<file path="src/sv/fssd_pkg.sv">
// Shared types, codes and font table for the fourteen-segment LED strip digit.
`default_nettype none

package fssd_pkg;

    localparam int SEG_COUNT = 14;

    typedef enum logic [2:0] {
        MODE_SET_SEG  = 3'd0,
        MODE_SET_MASK = 3'd1,
        MODE_SET_CHAR = 3'd2,
        MODE_ERASE    = 3'd3,
        MODE_FILL     = 3'd4,
        MODE_READ     = 3'd5
    } mode_t;

    localparam logic [3:0] SEG_A     = 4'd0;
    localparam logic [3:0] SEG_B     = 4'd1;
    localparam logic [3:0] SEG_C     = 4'd2;
    localparam logic [3:0] SEG_D     = 4'd3;
    localparam logic [3:0] SEG_E     = 4'd4;
    localparam logic [3:0] SEG_F     = 4'd5;
    localparam logic [3:0] SEG_G     = 4'd6;
    localparam logic [3:0] SEG_H     = 4'd7;
    localparam logic [3:0] SEG_I     = 4'd8;
    localparam logic [3:0] SEG_J     = 4'd9;
    localparam logic [3:0] SEG_K     = 4'd10;
    localparam logic [3:0] SEG_L     = 4'd11;
    localparam logic [3:0] SEG_M     = 4'd12;
    localparam logic [3:0] SEG_N     = 4'd13;
    localparam logic [3:0] OWNER_GAP = 4'd14;

    localparam logic [5:0] LONG_MAX  = 6'd40;
    localparam logic [3:0] SHORT_MAX = 4'd10;

    localparam logic [7:0] CHAR_FIRST = 8'd32;
    localparam logic [7:0] CHAR_LAST  = 8'd126;

    localparam logic [1:0] CFG_LONG  = 2'd0;
    localparam logic [1:0] CFG_SHORT = 2'd1;
    localparam logic [1:0] CFG_GAP   = 2'd2;

    localparam int FONT_DEPTH = 95;

    localparam logic [13:0] FONT_ROM [0:FONT_DEPTH-1] = '{
        14'h0000, 14'h0208, 14'h0202, 14'h134E, 14'h136D, 14'h2424, 14'h0CD9, 14'h0200,
        14'h0039, 14'h000F, 14'h3FC0, 14'h12C0, 14'h2000, 14'h0040, 14'h0000, 14'h2400,
        14'h003F, 14'h0406, 14'h00DB, 14'h008F, 14'h00E6, 14'h00ED, 14'h00FD, 14'h1401,
        14'h00FF, 14'h00E7, 14'h0000, 14'h2200, 14'h0C00, 14'h00C8, 14'h2100, 14'h1083,
        14'h033B, 14'h00F7, 14'h128F, 14'h0039, 14'h120F, 14'h00F9, 14'h00F1, 14'h00BD,
        14'h00F6, 14'h1209, 14'h001E, 14'h0C70, 14'h0038, 14'h0536, 14'h0936, 14'h003F,
        14'h00F3, 14'h083F, 14'h08F3, 14'h018D, 14'h1201, 14'h003E, 14'h2430, 14'h2836,
        14'h2D00, 14'h1500, 14'h2409, 14'h0039, 14'h0880, 14'h000F, 14'h2800, 14'h0008,
        14'h0080, 14'h00DF, 14'h0878, 14'h00D8, 14'h208E, 14'h0079, 14'h0071, 14'h018F,
        14'h00F4, 14'h1000, 14'h000E, 14'h1E00, 14'h1200, 14'h10D4, 14'h0850, 14'h00DC,
        14'h0471, 14'h08E3, 14'h0050, 14'h018D, 14'h0078, 14'h001C, 14'h2010, 14'h2814,
        14'h2D00, 14'h028E, 14'h2409, 14'h20C9, 14'h1200, 14'h0D09, 14'h0152
    };

    function automatic logic [13:0] font_lookup(input logic [6:0] idx);
        logic [13:0] bits;
        bits = 14'd0;
        if (int'(idx) < FONT_DEPTH) begin
            bits = FONT_ROM[idx];
        end
        return bits;
    endfunction

    typedef struct packed {
        mode_t        mode;
        logic [3:0]   segment_index;
        logic [13:0]  segment_bits;
        logic [7:0]   char_code;
        logic [23:0]  color;
        logic [7:0]   pixel_index;
    } cmd_t;

    typedef struct packed {
        logic [3:0] owner;
        logic       hit;
        logic [7:0] total;
    } map_t;

endpackage

`default_nettype wire

</file>
<file path="src/sv/fourteen_segment_led_strip_digit.sv">
// Top level: request register, color store, pixel map and result register.
// A request is held in the input register, then its result in the result register, on m_.
// Throughput: one request per cycle unless m_tready stalls the result register; a full input register then waits.
// The command update and the pixel lookup both happen between the input and result registers.
// Reset (aresetn low, synchronous): both stages empty, all colors dark,
// long_count 3, short_count 2, gap_count 0.
`default_nettype none

module fourteen_segment_led_strip_digit #(
    parameter int FONT_ENTRIES = 96
) (
    input  wire logic        aclk,
    input  wire logic        aresetn,
    input  wire logic        cfg_we,
    input  wire logic [1:0]  cfg_addr,
    input  wire logic [5:0]  cfg_wdata,
    input  wire logic        s_tvalid,
    output logic             s_tready,
    // segment_index[3:0], segment_bits[17:4], char_code[25:18], red[33:26],
    // green[41:34], blue[49:42], pixel_index[57:50], zero fill [63:58]
    input  wire logic [63:0] s_tdata,
    // mode[2:0]
    input  wire logic [2:0]  s_tuser,
    output logic             m_tvalid,
    input  wire logic        m_tready,
    // pixel_red[7:0], pixel_green[15:8], pixel_blue[23:16], pixel_owner[27:24],
    // total_leds[35:28], zero fill [39:36]
    output logic      [39:0] m_tdata,
    // index_valid[0], set only for a read whose pixel index lies inside the strip
    output logic      [0:0]  m_tuser
);
    import fssd_pkg::*;

    logic [5:0]  long_count_reg;
    logic [3:0]  short_count_reg;
    logic [3:0]  gap_count_reg;

    logic        in_valid_reg;
    cmd_t        in_cmd_reg;
    logic        out_valid_reg;
    logic [23:0] out_color_reg;
    logic [3:0]  out_owner_reg;
    logic        out_hit_reg;
    logic [7:0]  out_total_reg;

    logic        advance;
    logic        exec_en;
    logic        is_read;
    map_t        map;
    logic [23:0] read_color;
    cmd_t        s_cmd;

    assign advance  = !out_valid_reg || m_tready;
    assign s_tready = !in_valid_reg || advance;
    assign exec_en  = in_valid_reg && advance;
    assign is_read  = (in_cmd_reg.mode == MODE_READ) && map.hit;

    assign s_cmd.mode          = mode_t'(s_tuser);
    assign s_cmd.segment_index = s_tdata[3:0];
    assign s_cmd.segment_bits  = s_tdata[17:4];
    assign s_cmd.char_code     = s_tdata[25:18];
    assign s_cmd.color         = {s_tdata[33:26], s_tdata[41:34], s_tdata[49:42]};
    assign s_cmd.pixel_index   = s_tdata[57:50];

    always_ff @(posedge aclk) begin
        if (!aresetn) begin
            long_count_reg  <= 6'd3;
            short_count_reg <= 4'd2;
            gap_count_reg   <= 4'd0;
        end else if (cfg_we) begin
            unique case (cfg_addr)
                CFG_LONG:  long_count_reg  <= cfg_wdata;
                CFG_SHORT: short_count_reg <= cfg_wdata[3:0];
                CFG_GAP:   gap_count_reg   <= cfg_wdata[3:0];
                default: begin
                end
            endcase
        end
    end

    fssd_pixel_map u_map (
        .long_count  (long_count_reg),
        .short_count (short_count_reg),
        .gap_count   (gap_count_reg),
        .pixel_index (in_cmd_reg.pixel_index),
        .map         (map)
    );

    fssd_color_store #(
        .FONT_ENTRIES (FONT_ENTRIES)
    ) u_store (
        .aclk       (aclk),
        .aresetn    (aresetn),
        .exec_en    (exec_en),
        .cmd        (in_cmd_reg),
        .read_owner (map.owner),
        .read_color (read_color)
    );

    always_ff @(posedge aclk) begin
        if (!aresetn) begin
            in_valid_reg  <= 1'b0;
            out_valid_reg <= 1'b0;
        end else begin
            if (s_tready) begin
                in_valid_reg <= s_tvalid;
            end
            if (advance) begin
                out_valid_reg <= in_valid_reg;
            end
        end
    end

    always_ff @(posedge aclk) begin
        if (s_tvalid && s_tready) begin
            in_cmd_reg <= s_cmd;
        end
        if (exec_en) begin
            out_color_reg <= is_read ? read_color : 24'd0;
            out_owner_reg <= is_read ? map.owner : SEG_A;
            out_hit_reg   <= is_read;
            out_total_reg <= map.total;
        end
    end

    assign m_tvalid = out_valid_reg;
    assign m_tdata  = {4'd0, out_total_reg, out_owner_reg,
                       out_color_reg[7:0], out_color_reg[15:8], out_color_reg[23:16]};
    assign m_tuser  = out_hit_reg;

    a_reset_empty: assert property (@(posedge aclk)
        !aresetn |=> (!m_tvalid && !in_valid_reg))
        else $error("pipeline not empty after reset");

    a_miss_is_zero: assert property (@(posedge aclk) disable iff (!aresetn)
        (out_valid_reg && !out_hit_reg) |-> (out_owner_reg == SEG_A && out_color_reg == 24'd0))
        else $error("non-read or miss result carries pixel data");

    a_owner_range: assert property (@(posedge aclk) disable iff (!aresetn)
        (out_valid_reg && out_hit_reg) |-> (out_owner_reg <= OWNER_GAP))
        else $error("owner code out of range");

    a_ready_when_free: assert property (@(posedge aclk) disable iff (!aresetn)
        (!out_valid_reg || m_tready) |-> s_tready)
        else $error("input stalled while result side is free");

endmodule

`default_nettype wire

</file>
<file path="src/sv/fssd_pixel_map.sv">
// Strip pixel index to owning segment, from the effective LED counts.
`default_nettype none

module fssd_pixel_map (
    input  wire logic [5:0]    long_count,
    input  wire logic [3:0]    short_count,
    input  wire logic [3:0]    gap_count,
    input  wire logic [7:0]    pixel_index,
    output fssd_pkg::map_t     map
);
    import fssd_pkg::*;

    logic [5:0] lc;
    logic [3:0] sc;
    logic [3:0] gc;
    logic [7:0] l8;
    logic [7:0] s8;
    logic [7:0] g8;
    logic [7:0] half;
    logic [7:0] base;
    logic [7:0] total;

    assign lc    = (long_count > LONG_MAX) ? LONG_MAX : long_count;
    assign sc    = (short_count > SHORT_MAX) ? SHORT_MAX : short_count;
    assign gc    = (gap_count > sc) ? sc : gap_count;
    assign l8    = {2'b00, lc};
    assign s8    = {4'b0000, sc};
    assign g8    = {4'b0000, gc};
    assign half  = (s8 - g8) >> 1;
    assign base  = (l8 << 2) + (s8 << 3);
    assign total = base + s8;

    always_comb begin
        map.total = total;
        map.hit   = (pixel_index < total);
        priority if (!map.hit) begin
            map.owner = SEG_A;
        end else if (pixel_index < l8) begin
            map.owner = SEG_I;
        end else if (pixel_index < (l8 << 1)) begin
            map.owner = SEG_K;
        end else if (pixel_index < (l8 << 1) + s8) begin
            map.owner = SEG_B;
        end else if (pixel_index < (l8 << 1) + (s8 << 1)) begin
            map.owner = SEG_C;
        end else if (pixel_index < (l8 << 1) + l8 + (s8 << 1)) begin
            map.owner = SEG_L;
        end else if (pixel_index < (l8 << 2) + (s8 << 1)) begin
            map.owner = SEG_N;
        end else if (pixel_index < (l8 << 2) + (s8 << 1) + s8) begin
            map.owner = SEG_E;
        end else if (pixel_index < (l8 << 2) + (s8 << 2)) begin
            map.owner = SEG_F;
        end else if (pixel_index < (l8 << 2) + (s8 << 2) + s8) begin
            map.owner = SEG_A;
        end else if (pixel_index < (l8 << 2) + (s8 << 2) + (s8 << 1)) begin
            map.owner = SEG_J;
        end else if (pixel_index < base - s8) begin
            map.owner = SEG_M;
        end else if (pixel_index < base) begin
            map.owner = SEG_D;
        end else if (pixel_index < base + half) begin
            map.owner = SEG_H;
        end else if (pixel_index < base + half + g8) begin
            map.owner = OWNER_GAP;
        end else begin
            map.owner = SEG_G;
        end
    end

endmodule

`default_nettype wire

</file>
<file path="src/sv/fssd_color_store.sv">
// Segment and gap color registers with command update and owner read.
`default_nettype none

module fssd_color_store #(
    parameter int FONT_ENTRIES = 96
) (
    input  wire logic            aclk,
    input  wire logic            aresetn,
    input  wire logic            exec_en,
    input  fssd_pkg::cmd_t       cmd,
    input  wire logic [3:0]      read_owner,
    output logic      [23:0]     read_color
);
    import fssd_pkg::*;

    logic [23:0] segment_color_reg [SEG_COUNT];
    logic [23:0] segment_color_next [SEG_COUNT];
    logic [23:0] gap_color_reg;
    logic [23:0] gap_color_next;
    logic [6:0]  font_idx;
    logic        char_ok;
    logic [13:0] char_bits;

    assign font_idx  = 7'(cmd.char_code - CHAR_FIRST);
    assign char_ok   = (cmd.char_code >= CHAR_FIRST) && (cmd.char_code <= CHAR_LAST)
                       && ({1'b0, font_idx} < 8'(FONT_ENTRIES));
    assign char_bits = font_lookup(font_idx);

    always_comb begin
        segment_color_next = segment_color_reg;
        gap_color_next     = gap_color_reg;
        unique case (cmd.mode)
            MODE_SET_SEG: begin
                if (cmd.segment_index <= SEG_N) begin
                    segment_color_next[cmd.segment_index] = cmd.color;
                end
            end
            MODE_SET_MASK: begin
                for (int s = 0; s < SEG_COUNT; s++) begin
                    segment_color_next[s] = cmd.segment_bits[s] ? cmd.color : 24'd0;
                end
            end
            MODE_SET_CHAR: begin
                if (char_ok) begin
                    for (int s = 0; s < SEG_COUNT; s++) begin
                        segment_color_next[s] = char_bits[s] ? cmd.color : 24'd0;
                    end
                end
            end
            MODE_ERASE: begin
                for (int s = 0; s < SEG_COUNT; s++) begin
                    segment_color_next[s] = 24'd0;
                end
                gap_color_next = 24'd0;
            end
            MODE_FILL: begin
                for (int s = 0; s < SEG_COUNT; s++) begin
                    segment_color_next[s] = cmd.color;
                end
                gap_color_next = cmd.color;
            end
            MODE_READ: begin
            end
            default: begin
            end
        endcase
    end

    always_ff @(posedge aclk) begin
        if (!aresetn) begin
            for (int s = 0; s < SEG_COUNT; s++) begin
                segment_color_reg[s] <= 24'd0;
            end
            gap_color_reg <= 24'd0;
        end else if (exec_en) begin
            segment_color_reg <= segment_color_next;
            gap_color_reg     <= gap_color_next;
        end
    end

    always_comb begin
        if (read_owner <= SEG_N) begin
            read_color = segment_color_reg[read_owner];
        end else begin
            read_color = gap_color_reg;
        end
    end

endmodule

`default_nettype wire
</file>
<file path="config.mk">
export PLATFORM = sky130hd
export DESIGN_NAME = fourteen_segment_led_strip_digit
export DESIGN_NICKNAME = d
export VERILOG_FILES = /design/src/sv/fssd_pkg.sv /design/src/sv/fourteen_segment_led_strip_digit.sv /design/src/sv/fssd_pixel_map.sv /design/src/sv/fssd_color_store.sv
export SDC_FILE = /design/constraint.sdc
export NUM_CORES = 1
export LEC_CHECK = 0
export BUFFER_PORTS_ARGS = -buffer_cell sky130_fd_sc_hd__buf_2
export CAP_MARGIN = 15
export CORE_ASPECT_RATIO = 2
export CORE_MARGIN = 10
export CORE_UTILIZATION = 60
export DETAILED_ROUTE_END_ITERATION = 10
export HOLD_SLACK_MARGIN = 0.05
export MAX_ROUTING_LAYER = met4
export PLACE_DENSITY_LB_ADDON = 0.1
export SETUP_SLACK_MARGIN = 0.4
export SLEW_MARGIN = 0
export SYNTH_ARGS = -nofsm -noshare
export SYNTH_HDL_FRONTEND = slang
export SYNTH_SLANG_ARGS = --single-unit
</file>
<file path="constraint.sdc">
create_clock -name aclk -period 11.2 [get_ports aclk]
set_input_delay 0.56 -clock aclk [delete_from_list [all_inputs] [get_ports aclk]]
set_output_delay 0.56 -clock aclk [all_outputs]
set_load 0.005 [all_outputs]
</file>
[Yosys cells after proc, flatten, opt, wreduce, memory -nomap -nowiden]
Memories as Yosys holds them, arrays and structs flattened.
Cells that the tools add are included.
Cells by class
  magnitude comparators: 28
  eq/ne operators: 9
  muxes and demuxes: 60
  reductions and logical operators: 19
  add/subtract/negate cells: 16
  bitwise operators: 3
Operator list (count)
  336-bit one-hot mux with 5 select lines: 1
  24-bit two-way mux: 32
  336-bit two-way mux: 2
  336-bit bitwise mux: 1
  8-bit < comparator: 13
  24-bit binary-select mux with 4-bit select: 1
  24-bit demux with 4-bit select: 1
  4-bit two-way mux: 17
  24-bit one-hot mux with 2 select lines: 1
  14-bit two-way mux: 3
  8-bit by 4-bit adder with 8-bit output: 4
  8-bit by 5-bit adder with 8-bit output: 3
  8-bit by 7-bit adder with 8-bit output: 2
  7-bit < comparator, second input constant: 2
  5-bit greater-or-equal comparator, second input constant: 2
  4-bit inverter with 5-bit output: 2
  7-bit by 4-bit adder with 8-bit output: 1
  7-bit by 5-bit adder with 8-bit output: 1
  7-bit by 6-bit adder with 8-bit output: 1
  8-bit by 6-bit adder with 8-bit output: 1
  8-bit by 6-bit greater-or-equal comparator with 1-bit output, second input constant: 1
  8-bit greater-or-equal comparator, second input constant: 1
  4-bit <= comparator, second input constant: 2
  8-bit by 7-bit <= comparator with 1-bit output, second input constant: 1
  other kinds (26): 39
Word-level totals
  input bits: 80
  memories: 1
  register bits after elaboration: 474
  output and inout port bits: 43
  ROM bits: 1792
  word-level logic and storage cells: 166
Memory list
  (no name shown): depth 128, bits a word 14, read ports 1, clocked after Yosys merged registers in 0, write ports 0, line fssd_pkg.sv:64  | bits = FONT_ROM[idx];

[Logic depth before layout (Yosys ltp)]
  word-level depth: 28
  mapped depth: 35
  gate-level depth less buffers: 31

[Cells and area by module]
From an unflattened synthesis, not the netlist that was laid out.
Second synthesis, totals
  cells, all modules: 2467
  area total of the unflattened synthesis: 25510.7 µm²
Modules (own cells, without submodules)
  fssd_color_store: area an instance 17192.7 µm², seq. area each 7206.9 µm², cells an instance 1700, times used 1
  fssd_pixel_map: area an instance 4495.6 µm², seq. area each 0.0 µm², cells an instance 568, times used 1
  fourteen_segment_led_strip_digit: area an instance 3822.4 µm², seq. area each 3263.1 µm², cells an instance 199, times used 1

[Worst setup path after synthesis]
Ideal clock, no wire load.
  path type: reg2reg
  start: reg short_count_reg[2]
  end: reg out_color_reg[10] (data pin)
  cell stages (with the launch flop): 31
  arrival time: 6.857 ns
  period minus slack after synthesis: 7.139 ns
  path slack: 4.061 ns
  required time: 10.918 ns
  path buffers: 3
  setup time: 0.282 ns
  cell sequence: dfxtp_1 -> nor2b_1 -> clkbuf_1 -> inv_1 -> ha_1 -> a21o_1 -> a21o_1 -> o21ai_1 -> nand3_1 -> ha_1 -> a21oi_1 -> a21boi_0 -> o22ai_1 -> a21oi_1 -> ha_1 -> a21o_1 -> a21oi_2 -> o21bai_1 -> a21oi_1 -> xor2_1 -> ha_1 -> a211o_1 -> a221oi_1 -> o211ai_1 -> a211o_1 -> and2_4 -> buf_6 -> buf_6 -> a221o_1 -> o211ai_1 -> a211oi_2
On the way
  longest elaborated chain between the ends: 28
  elaborated cells between the ends (all ways): 53
  those cells by class: add/sub: 14; order compare: 16; mux: 21; bitwise: 1; reduce/logical: 1
Ends and longest elaborated chain
  start, declared: line fourteen_segment_led_strip_digit.sv:35  | logic [3:0] short_count_reg;
  start signal, assigned: line fourteen_segment_led_strip_digit.sv:73  | CFG_SHORT: short_count_reg <= cfg_wdata[3:0];
  4-bit greater-than comparator: line fssd_pixel_map.sv:24  | assign sc = (short_count > SHORT_MAX) ? SHORT_MAX : short_count;
  4-bit two-way mux *: line fssd_pixel_map.sv:24
  4-bit greater-than comparator: line fssd_pixel_map.sv:25  | assign gc = (gap_count > sc) ? sc : gap_count;
  4-bit two-way mux: line fssd_pixel_map.sv:25
  4-bit by 4-bit subtractor with 5-bit output: line fssd_pixel_map.sv:29  | assign half = (s8 - g8) >> 1;
  8-bit by 7-bit adder with 8-bit output: line fssd_pixel_map.sv:62, fssd_pixel_map.sv:64
  8-bit by 4-bit adder with 8-bit output: line fssd_pixel_map.sv:64  | end else if (pixel_index < base + half + g8) begin
  8-bit < comparator: line fssd_pixel_map.sv:64
  [... 11 more ...]
  4-bit two-way mux: line fssd_pixel_map.sv:42  | end else if (pixel_index < (l8 << 1) + s8) begin
  4-bit two-way mux: line fssd_pixel_map.sv:40  | end else if (pixel_index < (l8 << 1)) begin
  4-bit two-way mux: line fssd_pixel_map.sv:38  | end else if (pixel_index < l8) begin
  4-bit two-way mux: line fssd_pixel_map.sv:36  | priority if (!map.hit) begin
  4-bit inverter with 5-bit output (not written as such): line fssd_color_store.sv:83  | read_color = segment_color_reg[read_owner];
  24-bit binary-select mux with 4-bit select: line fssd_color_store.sv:83
  24-bit two-way mux (not written as such) (2 in series): line fssd_color_store.sv:83
  24-bit two-way mux: line fssd_color_store.sv:82  | if (read_owner <= SEG_N) begin
  end signal, assigned: line fourteen_segment_led_strip_digit.sv:119  | out_color_reg <= is_read ? read_color : 24'd0;
  end, declared: line fourteen_segment_led_strip_digit.sv:41  | logic [23:0] out_color_reg;
Mark *: on every way between the ends. The rest lies on a longest branch, timed or not. The select of a mux whose other input is x is not followed.
A chain may end at the register's enable or synchronous reset.

==> metrics.txt <==
status=completed; CTS Root Cell=clkbuf_16; Syn Std Cell Area=about 27000 sq um; Final Hold Violating Endpoints=0; Post-CTS Setup Inserts=0; syn_area_per_cell=roughly 9.1 sq um; Synth Flop Type=dfxtp_1; Critical-path top delay cell=a21o_1; final WL=~89000 um; core area=44190 sq um; Final setup viols=0; CP Buf/Inv Count=6; max cap viols=0; setup TNS=0 ps; finished layout cell area=29030 sq um; Worst R2R End=out_color_reg[0]; Clk Latency, worst-skew pair=around 570 ps; crit path max fanout=26; Yosys warning count=0; Max Clk Rate=just over 0.1 GHz; Residual DRC=0; initial antenna violation count=2; Seq/Total Area, Yosys=approximately two fifths; GP Congestion=1.009; Async SR Flop Fraction=0%; CTS Buffer Depth=3; number of synthesized register bits=about 470; Fillers=~3700; DRT iter0 DRCs=2402; Cell Pwr Density=approximately 140 nW/um^2; r2r setup slk=1580 ps; CTS clk-pin slew, worst paths=roughly 70 ps; WHS=156.1 ps; cell area after placement=~28000 sq um; first-pass GRT wire length=about 140000 um; Congestion Overflow GR=0; layout cell share with drive strength beyond 1=between 10% and 20%; Final ANT Viol Nets=0; Slew Viols, Final=0; Hold Path Class=input port to flop; Core Rows=about 110; antenna cells=0; Worst setup SP type=flop; IO buf count=between 100 and 150; largest net degree at the start of global routing=about 230; total number of vias=between 20000 and 25000; H-tree depth=2; critical path class=flop to flop; I/O pins=around 120; max_slew headroom=around 15%; Tot Pwr=around 4.2 mW; Leak=between 10 and 15 nW; Synth cell types=87; Hold Path End=in_cmd_reg[49]; WP data required=about 12000 ps; Cells after Synth=a little under 3000; Worst Clk Skew=roughly 14 ps; Final min period=9622 ps; clock sink count=roughly 470; WP data arrival=~10000 ps; Final Cycle Share=a little under nine tenths; Initial Util=about three fifths; CTS tree=done; Worst Reg-to-Reg Cells=34; Nets=about 3100; critical path depth=34; slowest stage delay, CP=~490 ps; Tot GR Track Use=~33%; crit end category=flop; number of synthesized flops with an enable pin=98; reg2reg start=short_count_reg[3]; Die ar.=54080 sq um; vias in the first global route=between 20000 and 25000; CTS Buf Count=43; Min-Delay Path Depth=1; CP top delay family=compound AO/OA/AOI/OAI gates; per-cell routed wire length=~25 um; fin util=approximately two thirds; Pre-antenna DRT Iters=6; post-DP HPWL=around 62000 um; Die H=roughly 320 um; cts repair resizes=0; average vias per placed instance=roughly 6.8; hold buffer count at CTS=0; RSZ-0062 raised after global routing=false; Worst-Margin Slew=~1300 ps; worst hold start=s_tdata[13]; area delta synth->final=8.204%; Peak VDD IR=around 160 uV; die width=169.5 um
## layer usage
layer | up-vias | share of wire, % | track usage [%]
met2 | 1086 | 53 | 58.57
met3 | 428 | 5.5 | 4.484
li1 | 10720 | - | -
met1 | 11370 | 33 | 30.02
met4 | 0 | 8.7 | 25.89
met5 | - | 0 | -
## placed cells by master (no fill, tap or decap), types with 12 or more instances in the layout
| master | netlist | layout |
|---|---|---|
| o31a_1 | 25 | 25 |
| a221o_1 | 27 | 27 |
| nand3_1 | 166 | 166 |
| ha_1 | 147 | 147 |
| buf_4 | 6 | 54 |
| a21boi_1 | 24 | 24 |
| o21ai_0 | 72 | 72 |
| o21ai_2 | 0 | 14 |
| a22oi_1 | 219 | 219 |
| nand2b_1 | 34 | 34 |
| o211ai_1 | 33 | 33 |
| a311o_1 | 27 | 27 |
| dfxtp_1 | 376 | 376 |
| a221oi_1 | 31 | 31 |
| nor2_1 | 122 | 117 |
| edfxtp_1 | 98 | 98 |
| nand2_1 | 205 | 204 |
| a21boi_0 | 145 | 145 |
| and3_1 | 12 | 12 |
| a211oi_2 | 27 | 25 |
| clkbuf_16 | 0 | 44 |
| xnor2_1 | 34 | 33 |
| nor3_1 | 28 | 27 |
| a21o_1 | 29 | 29 |
| buf_2 | 32 | 111 |
| inv_1 | 101 | 101 |
| xor2_1 | 21 | 21 |
| fa_1 | 12 | 12 |
| a222oi_1 | 24 | 24 |
| nor2b_1 | 247 | 246 |
| a31oi_1 | 40 | 40 |
| mux2i_1 | 66 | 66 |
| o221ai_1 | 27 | 27 |
| clkbuf_1 | 200 | 13 |
| o21a_1 | 13 | 13 |
| a21oi_1 | 99 | 94 |
## cell families after synthesis
kind of cell / synth area share (%)
muxes: 2.840
adders and majority gates: 7.789
DFF: 39.03
and+or+nand+nor: 16.36
buffers and inverters: 5.564
other: 0.02800
xor gates and xnor gates: 1.796
AOI/OAI and AO/OA: 26.60
## per-stage QoR
stage	setup WS (ps)	std cells
after floorplan	4061	2947
after global placement	1685	3405
after detailed placement	1634	3406
after CTS	1610	3484
after global routing	1074	3488
final	1578	3488
## report_power, final
part           total, mW  internal (mW)  switching (mW)
sequential          1.85           1.79          0.0580
combinational      0.843          0.296           0.547
clock               1.48          0.816           0.665
## synth_stat cells, types with 27 or more instances
master	number	area, sq um
nand2_1	205	769.5
edfxtp_1	98	2943
a221o_1	27	270.3
mux2i_1	66	660.6
inv_1	101	379.1
a21boi_0	145	1089
dfxtp_1	376	7527
clkbuf_1	200	750.7
o221ai_1	27	236.5
a21oi_1	99	495.5
o21ai_0	72	360.4
a221oi_1	31	271.5
a21o_1	29	217.7
nand2b_1	34	212.7
nor2_1	122	457.9
buf_2	32	160.2
o211ai_1	33	247.7
nor2b_1	247	1545
ha_1	147	1839
xnor2_1	34	297.8
nand3_1	166	830.8
a31oi_1	40	250.2
a311o_1	27	270.3
nor3_1	28	140.1
a22oi_1	219	1644
a211oi_2	27	337.8
## final cells by class
| cell class | count | area (sq um) | area share, % |
|---|---|---|---|
| clock inverter | 15 | 145.1 | 0.5000 |
| multi-input combinational | 2106 | 15040 | 51.80 |
| sequential | 474 | 10470 | 36.07 |
| clock buffer | 63 | 1232 | 4.246 |
| tap | 555 | 694.4 | 2.392 |
| inverter | 104 | 390.4 | 1.345 |
| timing repair buffer | 171 | 1059 | 3.647 |
## worst max path at each step
stage | from | end | slack, ps
finish | short_count_reg[3] | out_color_reg[0] | 1580
global route | short_count_reg[3] | out_color_reg[0] | 1070
CTS | short_count_reg[3] | out_color_reg[0] | 1610
detailed placement | short_count_reg[3] | out_color_reg[0] | 1630
global placement | short_count_reg[3] | out_color_reg[0] | 1690
floorplan | short_count_reg[2] | out_color_reg[10] | 4060
(Power assumes the default switching activity.)
